===== config.mk =====
export PLATFORM = sky130hd
export DESIGN_NAME = tlr_ctrl
export DESIGN_NICKNAME = d
export VERILOG_FILES = /design/src/rtl/tlr_pkg.sv /design/src/rtl/tlr_ctrl.sv
export VERILOG_INCLUDE_DIRS = /design/src /design/src/rtl
export SDC_FILE = /design/constraint.sdc
export NUM_CORES = 1
export LEC_CHECK = 0
export ABC_AREA = 1
export BUFFER_PORTS_ARGS = -buffer_cell sky130_fd_sc_hd__clkbuf_2
export CORE_AREA = 5 5 42 44
export CTS_CLUSTER_SIZE = 28
export DETAILED_ROUTE_END_ITERATION = 8
export DIE_AREA = 0 0 47 49
export PLACE_DENSITY = 0.57
export SYNTH_ARGS = -nofsm -noshare
export SYNTH_HDL_FRONTEND = slang
export SYNTH_SLANG_ARGS = --single-unit

===== constraint.sdc =====
create_clock -name clk -period 1.5 [get_ports clk]
set_input_delay 0.15 -clock clk [delete_from_list [all_inputs] [get_ports clk]]
set_output_delay 0.15 -clock clk [all_outputs]
set_load 0.01 [all_outputs]

===== src/rtl/trajectory_lookahead_ratio_unit_defines.svh =====
// ----------------------------------------------------------------------------
// Assertion macros for the lookahead ratio unit
// Simulation checks; they compile away for synthesis.
// ----------------------------------------------------------------------------
`ifndef TRAJECTORY_LOOKAHEAD_RATIO_UNIT_DEFINES_SVH
`define TRAJECTORY_LOOKAHEAD_RATIO_UNIT_DEFINES_SVH
`ifndef SYNTHESIS
`define TLR_ASSERT(label, clk, rst, prop) \
  label: assert property (@(posedge clk) disable iff (rst) prop) else $error("%m failed");
`define TLR_ASSERT_NR(label, clk, prop) \
  label: assert property (@(posedge clk) prop) else $error("%m failed");
`else
`define TLR_ASSERT(label, clk, rst, prop)
`define TLR_ASSERT_NR(label, clk, prop)
`endif
`endif


===== src/rtl/tlr_pkg.sv =====
// ----------------------------------------------------------------------------
// Lookahead ratio package
// Shared types, constants and command structs.
// ----------------------------------------------------------------------------
package tlr_pkg;
  localparam int MaxPointsDefault = 1024;
  localparam logic [14:0] RstThreshold = 15'd2458;
  localparam logic [14:0] RstMinAngle = 15'd860;
  localparam logic [14:0] RstMaxAngle = 15'd1434;
  localparam logic [14:0] RstStep = 15'd164;
  localparam logic [15:0] RatioOne = 16'd16384;

  localparam logic [1:0] RegThreshold = 2'd0;
  localparam logic [1:0] RegMinAngle = 2'd1;
  localparam logic [1:0] RegMaxAngle = 2'd2;
  localparam logic [1:0] RegStep = 2'd3;

  typedef enum logic [3:0] {
    ST_IDLE, ST_RD, ST_RDWAIT, ST_DIST, ST_DECIDE, ST_SELRD, ST_SELWAIT,
    ST_DIFF, ST_RATIO, ST_NOTRAJ, ST_OUT
  } state_t;

  typedef struct packed {
    logic load;      // write word into table
    logic capture;   // latch query angles
    logic rd_cur;    // read entry at walk index
    logic rd_sel;    // read final entry
    logic measure;   // compute distance on read data
    logic diff;      // capture diffs of selected entry
    logic ratio_init;
    logic ratio_step;
    logic empty;     // produce no-trajectory result
    logic commit;    // update walk state and result
  } cmd_t;

  typedef struct packed {
    logic is_query;
    logic no_traj;
    logic walk_end;  // walk index reached point count
    logic far;       // distance reached threshold
    logic stop;      // ratio loop stops here
    logic done_all;
  } stat_t;
endpackage


===== src/rtl/tlr_ctrl.sv =====
// ----------------------------------------------------------------------------
// Lookahead ratio controller
// Sequences the waypoint walk and the ratio loop.
// ----------------------------------------------------------------------------
`include "trajectory_lookahead_ratio_unit_defines.svh"
module tlr_ctrl (
  input  logic           clk,
  input  logic           rst,
  input  logic           in_fire,
  input  logic           out_busy,
  input  tlr_pkg::stat_t st,
  output tlr_pkg::cmd_t  cmd,
  output logic           in_stall_c,
  output logic           out_set
);
  tlr_pkg::state_t state, state_next;

  always_ff @(posedge clk) begin
    if (rst) state <= tlr_pkg::ST_IDLE;
    else state <= state_next;
  end

  always_comb begin
    state_next = state;
    cmd = '0;
    out_set = 1'b0;
    in_stall_c = (state != tlr_pkg::ST_IDLE);
    case (state)
      tlr_pkg::ST_IDLE: begin
        if (in_fire) begin
          cmd.capture = 1'b1;
          if (!st.is_query) cmd.load = 1'b1;
          else state_next = tlr_pkg::ST_RD;
        end
      end
      tlr_pkg::ST_RD: begin
        if (st.no_traj) state_next = tlr_pkg::ST_NOTRAJ;
        else if (st.walk_end) state_next = tlr_pkg::ST_SELRD;
        else begin
          cmd.rd_cur = 1'b1;
          state_next = tlr_pkg::ST_RDWAIT;
        end
      end
      tlr_pkg::ST_RDWAIT: state_next = tlr_pkg::ST_DIST;
      tlr_pkg::ST_DIST: begin
        cmd.measure = 1'b1;
        state_next = tlr_pkg::ST_DECIDE;
      end
      tlr_pkg::ST_DECIDE: begin
        // hit: data already holds the chosen entry
        if (st.far) state_next = tlr_pkg::ST_DIFF;
        else state_next = tlr_pkg::ST_RD;
      end
      tlr_pkg::ST_SELRD: begin
        cmd.rd_sel = 1'b1;
        state_next = tlr_pkg::ST_SELWAIT;
      end
      tlr_pkg::ST_SELWAIT: state_next = tlr_pkg::ST_DIFF;
      tlr_pkg::ST_DIFF: begin
        cmd.diff = 1'b1;
        cmd.ratio_init = 1'b1;
        state_next = tlr_pkg::ST_RATIO;
      end
      tlr_pkg::ST_RATIO: begin
        if (st.done_all || st.stop) begin
          if (!out_busy) begin
            cmd.commit = 1'b1;
            out_set = 1'b1;
            state_next = tlr_pkg::ST_IDLE;
          end
        end else cmd.ratio_step = 1'b1;
      end
      tlr_pkg::ST_NOTRAJ: begin
        if (!out_busy) begin
          cmd.empty = 1'b1;
          out_set = 1'b1;
          state_next = tlr_pkg::ST_IDLE;
        end
      end
      default: state_next = tlr_pkg::ST_IDLE;
    endcase
  end

  `TLR_ASSERT(a_busy_no_accept, clk, rst, (state != tlr_pkg::ST_IDLE) |-> !in_fire)
  `TLR_ASSERT(a_out_idle, clk, rst, out_set |=> (state == tlr_pkg::ST_IDLE))
  `TLR_ASSERT(a_cmd_excl, clk, rst, $onehot0({cmd.rd_cur, cmd.rd_sel, cmd.load}))
endmodule


==> results of run 1 <==
[Yosys cell counts (2+ instances only)]
| cell type | number | area share, % |
|---|---|---|
| inv_1 | 9 | 9.5 |
| a31oi_1 | 2 | 3.5 |
| nor2_2 | 3 | 5.3 |
| nand2_1 | 9 | 9.5 |
| nand3_1 | 4 | 5.7 |
| nor2_1 | 10 | 11 |
| dfxtp_1 | 4 | 23 |
| nand2_2 | 3 | 5.3 |
| inv_2 | 2 | 2.1 |
[report_power, final]
part           switching (mW)  internal, mW  total [mW]
Combinational           0.206         0.130       0.336
Clock                  0.0472        0.0897       0.137
Sequential             0.0424         0.135       0.178
[worst register-to-register path: cells and delay by family, from the launching register on]
kind / cells / cell delay, ns
compound gates: 1 / 0.11
buf+inv: 1 / 0.08
flops: 1 / 0.34
simple gates: 5 / 0.53
[worst min path at each step]
stage	from	end	slack [ns]	cells past startpoint
after global placement	rst	state[0]	0.37	2
after CTS	rst	state[0]	0.12	2
after detailed placement	rst	state[0]	0.36	2
final	rst	state[0]	0.11	2
after global routing	rst	state[0]	0.12	2
after floorplan	rst	state[0]	0.21	1
[area by class of cell]
class                      instances  area (sq um)  share of cell area [%]
tap                               16          20.0                    4.11
clock buffer                       3          22.5                    4.63
sequential                         4          81.3                    16.7
multi-input combinational         41           216                    44.5
timing repair buffer              21           105                    21.6
inverter                          11          41.3                    8.48
[metal layers]
metal	wire length [microns]	part of all wire, %	vias to the layer above
met3	93	10	0
met4	0	0	0
met5	0	0	-
met2	383	43	22
met1	412	46	172
li1	-	-	228
[metrics by stage]
step                std cells  hold WS [ns]
global placement           93         0.369
floorplan                  58         0.212
global route               96         0.119
finish                     96         0.112
CTS                        96         0.116
detailed placement         93         0.362
[kinds of logic (layout without fill, tap and decap cells)]
logic type      after synthesis  after routing
buf+inv                      13             35
compound gates                7              7
simple gates                 34             34
flops                         4              4
==> impl_metrics.toml, run 1 <==
[status]
outcome = "completed"

[sta]
rsz0062_at_grt = "true"
hold_viol = 0
skew_ns = 0.00198
period_needed_ns = 1.41
relSlewSlack_pct = 81.1
finalSetupViolations = 0
fmax_mhz = 708
setup_tns_ns = 0
final.period_utilization_pct = 94.1
maxSlewViolCount = 0
tightestPinTransition_ns = 0.281
setup_ws_ns = 0.0882

[grt]
busiest_layer = "met1"
grt-ovfl-total = 0
grt_use_met3_pct = 5.54
grt_pass1_vias = 378
grt_use_met2_pct = 10.6
grt_max_degree = 9
antenna_found_initial = 0
use_met1_pct = 12.1
grt_pass1_wl_microns = 1470
grt_use_total_pct = 8.66

[yosys]
synth_top_family_by_area = "simple AND/OR/NAND/NOR gates"
yosys.area_share.adder_pct = 0
yosys_warnings = 0
synthesis.nets = 68
muxShareOfSynthArea_pct = 0
syn_inst = 58
ys_ff_latch = 4
synth_ff_type = "dfxtp_1"
synth_area_sq_um = 354
synth-simple-area-share_pct = 47.3
yosysSeqAreaShare_pct = 22.6
synth_xor_area_share_pct = 0
synthArstFlopShare_pct = 0
yosysUniqueCellTypes = 21
syn_avg_cell_area_sq_um = 6.10
synth_compound_area_share_pct = 13.1
synth_edf_count = 0

[flow_run]
maxCapViolations = 0

[setup_path]
cp.required_ns = 1.35
reg2reg_from = "state[2]"
r2r-end = "state[0]"
max_stage_delay_ns = 0.34
startpoint = "state[2]"
crit_end = "cmd[7]"
crit_path_top_delay_cell = "dfxtp_1"
end_kind = "output port"
worstPathCellList = "nor2_2 -> inv_2 -> nor2_4 -> nand3_1 -> inv_1 -> clkbuf_2"
reg2reg_slack_ns = 0.37
worstPathMaxFanout = 4
crit_cells = 6
critPathBufInv = 3
cp-start-kind = "flip-flop"
arrival_ns = 1.26
path_class = "reg -> out"
crit_family = "simple AND/OR/NAND/NOR gates"
ff2ff_path_depth = 7

[drt]
remaining_drc_errors = 0
routed_wl_microns = 890
num_vias = 422
drt-pass1-iter-count = 4
drt_iter0_drc = 5
drtAntennaViolNets = 0
viasPerCell = 4.40
wl_per_cell_microns = 9.27

[die]
fp.dieW_microns = 47
fp-row-count = 14
io_pins = 22
start_util_pct = 25.3
die-area_sq_mm = 0.00230
die_h_microns = 49
core-area_sq_mm = 0.00140

[clock_tree]
clk_path_buf_depth = 2
cts_root_buf = "clkbuf_4"
clk_pin_slew_ns = 0.04
cts_tree = "yes"
ctsResizeCount = 0
clock_sinks = 4
worstSkewPairLatency_ns = 0.24
ctsHoldBuffers = 0
cts_buffers = 3
cts_setup_buffers = 0
htreeDepth = 1

[placement]
place_congestion = 0.842
placed_cell_area_sq_um = 460
dp_hpwl_microns = 763
dp_slack_ns = 0.261
portBuffers = 21

[layout]
regMostFlops = "state"
final_core_util_pct = 34.7
layout_common_cells = "clkbuf_2 (21), inv_1 (9), nor2_1 (9), nand2_1 (9)"
fill_cells = 161
reg_top3 = "state: 4 flops"
stdcell_area_sq_um = 487
syn2layout_area_growth_pct = 37.5
n_antenna_cell = 0
largest_register_ffs = 4
final_common_cell = "clkbuf_2"
drive_gt1_share_pct = 46.3
nets = 92

[power_and_ir_drop]
p_per_area_mw_per_mm2 = 1340
p_leak_nw = 0.276
p_total_mw = 0.651
vdd_drop_max_mv = 0.710

[min_path]
min_path_type = "in -> reg"
Note: power is estimated with default switching activity, not from simulation.
==> inputs of run 2 (changes only) <==
--- a/config.mk
+++ b/config.mk
@@ -12,6 +12,7 @@
 export CTS_CLUSTER_SIZE = 28
 export DETAILED_ROUTE_END_ITERATION = 8
 export DIE_AREA = 0 0 47 49
+export HOLD_SLACK_MARGIN = 0.12
 export PLACE_DENSITY = 0.57
 export SYNTH_ARGS = -nofsm -noshare
 export SYNTH_HDL_FRONTEND = slang
==> impl_metrics.toml, run 2 (synthesis results as in run 1) <==
[status]
outcome = "completed"

[drt]
num_vias = 426
drt_iter0_drc = 5
remaining_drc_errors = 0
wl_per_cell_microns = 9.26
routed_wl_microns = 898
drtAntennaViolNets = 0
drt-pass1-iter-count = 3
viasPerCell = 4.39

[layout]
syn2layout_area_growth_pct = 40.3
final_common_cell = "clkbuf_2"
fill_cells = 160
regMostFlops = "state"
largest_register_ffs = 4
reg_top3 = "state: 4 flops"
drive_gt1_share_pct = 45.7
n_antenna_cell = 0
stdcell_count = 97
nets = 93
layout_common_cells = "clkbuf_2 (21), inv_1 (9), nor2_1 (9), nand2_1 (9)"

[grt]
grt-ovfl-total = 0
grt_pass1_wl_microns = 1480
antenna_found_initial = 0
grt_pass1_vias = 384
grt_use_total_pct = 8.73
grt_max_degree = 9

[sta]
skew_ns = 0.00198
rsz0062_at_grt = "true"
maxSlewViolCount = 0
final.period_utilization_pct = 94.1
fmax_mhz = 708
tightestPinTransition_ns = 0.281
setup_ws_ns = 0.0883
relSlewSlack_pct = 81.1
finalSetupViolations = 0
period_needed_ns = 1.41
hold_viol = 0

[setup_path]
cp.required_ns = 1.35
cp-start-kind = "flip-flop"
reg2reg_slack_ns = 0.37
worstPathMaxFanout = 4
path_class = "reg -> out"
arrival_ns = 1.26
end_kind = "output port"

[flow_run]
maxCapViolations = 0

[die]
core-area_sq_mm = 0.00140
start_util_pct = 25.3
die-area_sq_mm = 0.00230
die_h_microns = 49
fp-row-count = 14
fp.dieW_microns = 47
io_pins = 22

[clock_tree]
clk_pin_slew_ns = 0.04
cts_buffers = 3
cts_setup_buffers = 0
htreeDepth = 1
cts_tree = "yes"
clk_path_buf_depth = 2
cts_root_buf = "clkbuf_4"
clock_sinks = 4
worstSkewPairLatency_ns = 0.24

[placement]
place_congestion = 0.842
portBuffers = 21
dpl.cell_count = 93
dp_hpwl_microns = 763
dp_slack_ns = 0.261

[power_and_ir_drop]
vdd_drop_max_mv = 0.710
p_leak_nw = 0.280
p_per_area_mw_per_mm2 = 1310

[min_path]
min_path_type = "in -> reg"
-- run 2: cell types whose count changed in the layout (fill, tap and decap cells not counted), sizes merged --
cell         delta
dlygate4sd3     +1
-- run 2: critical path: stages, from the launching register on --
cell and delay, ns:
dfxtp_1 0.34, nor2_2 0.20, inv_2 0.08, nor2_4 0.12, nand3_1 0.10, inv_1 0.06, clkbuf_2 0.12
-- run 2: area by class of cell --
class                   count  area [sq um]  share of cell area (%)
multi-input cells          41           216                    43.6
clock buffers               3          22.5                    4.53
repair buffers             22           115                    23.2
inverters                  11          41.3                    8.31
flip-flops and latches      4          81.3                    16.4
well taps                  16          20.0                    4.03
-- run 2: final timing paths --
check / from / cells after the start / to
setup reg to reg: state[2] / 7 / state[0]
setup / recovery: state[2] / 6 / cmd[7]
hold / removal: st[4] / 3 / state[3]
hold reg to reg: state[0] / 2 / state[0]
-- run 2: what timing repair did --
action,CTS,global route
hold endpoints to repair,1,0
endpoints found under the setup margin,0,3
hold buffers,1,0
resized for setup,0,2
-- run 2: through the flow --
stage / utilization [%] / hold WS [ns] / power, mW / cell area, sq um / setup TNS, ns
after floorplan: - / 0.212 / 0.434 / 354 / 0
after global placement: 32.9 / 0.369 / 0.513 / 460 / 0
after detailed placement: 32.9 / 0.362 / 0.513 / 460 / 0
after CTS: 35.2 / 0.156 / 0.653 / 493 / 0
after global routing: 35.4 / 0.191 / 0.723 / 497 / -0.0559
final: 35.4 / 0.154 / 0.653 / 497 / 0
-- run 2: power breakdown --
group / total, mW / leakage, nW / switching [mW] / internal (mW)
clock: 0.137 / 0.0138 / 0.0472 / 0.0897
sequential: 0.178 / 0.0330 / 0.0424 / 0.135
combinational: 0.338 / 0.233 / 0.206 / 0.132
total: 0.653 / 0.280 / 0.296 / 0.357
-- run 2: layer usage --
metal / vias up / wire length, microns / part of all wire [%] / global-route usage [%]
met2: 22 / 394 / 44 / 11.1
met4: 0 / 0 / 0 / 2.76
met3: 0 / 93 / 10 / 5.54
li1: 230 / - / - / -
met5: - / 0 / 0 / 0
met1: 174 / 410 / 46 / 11.8
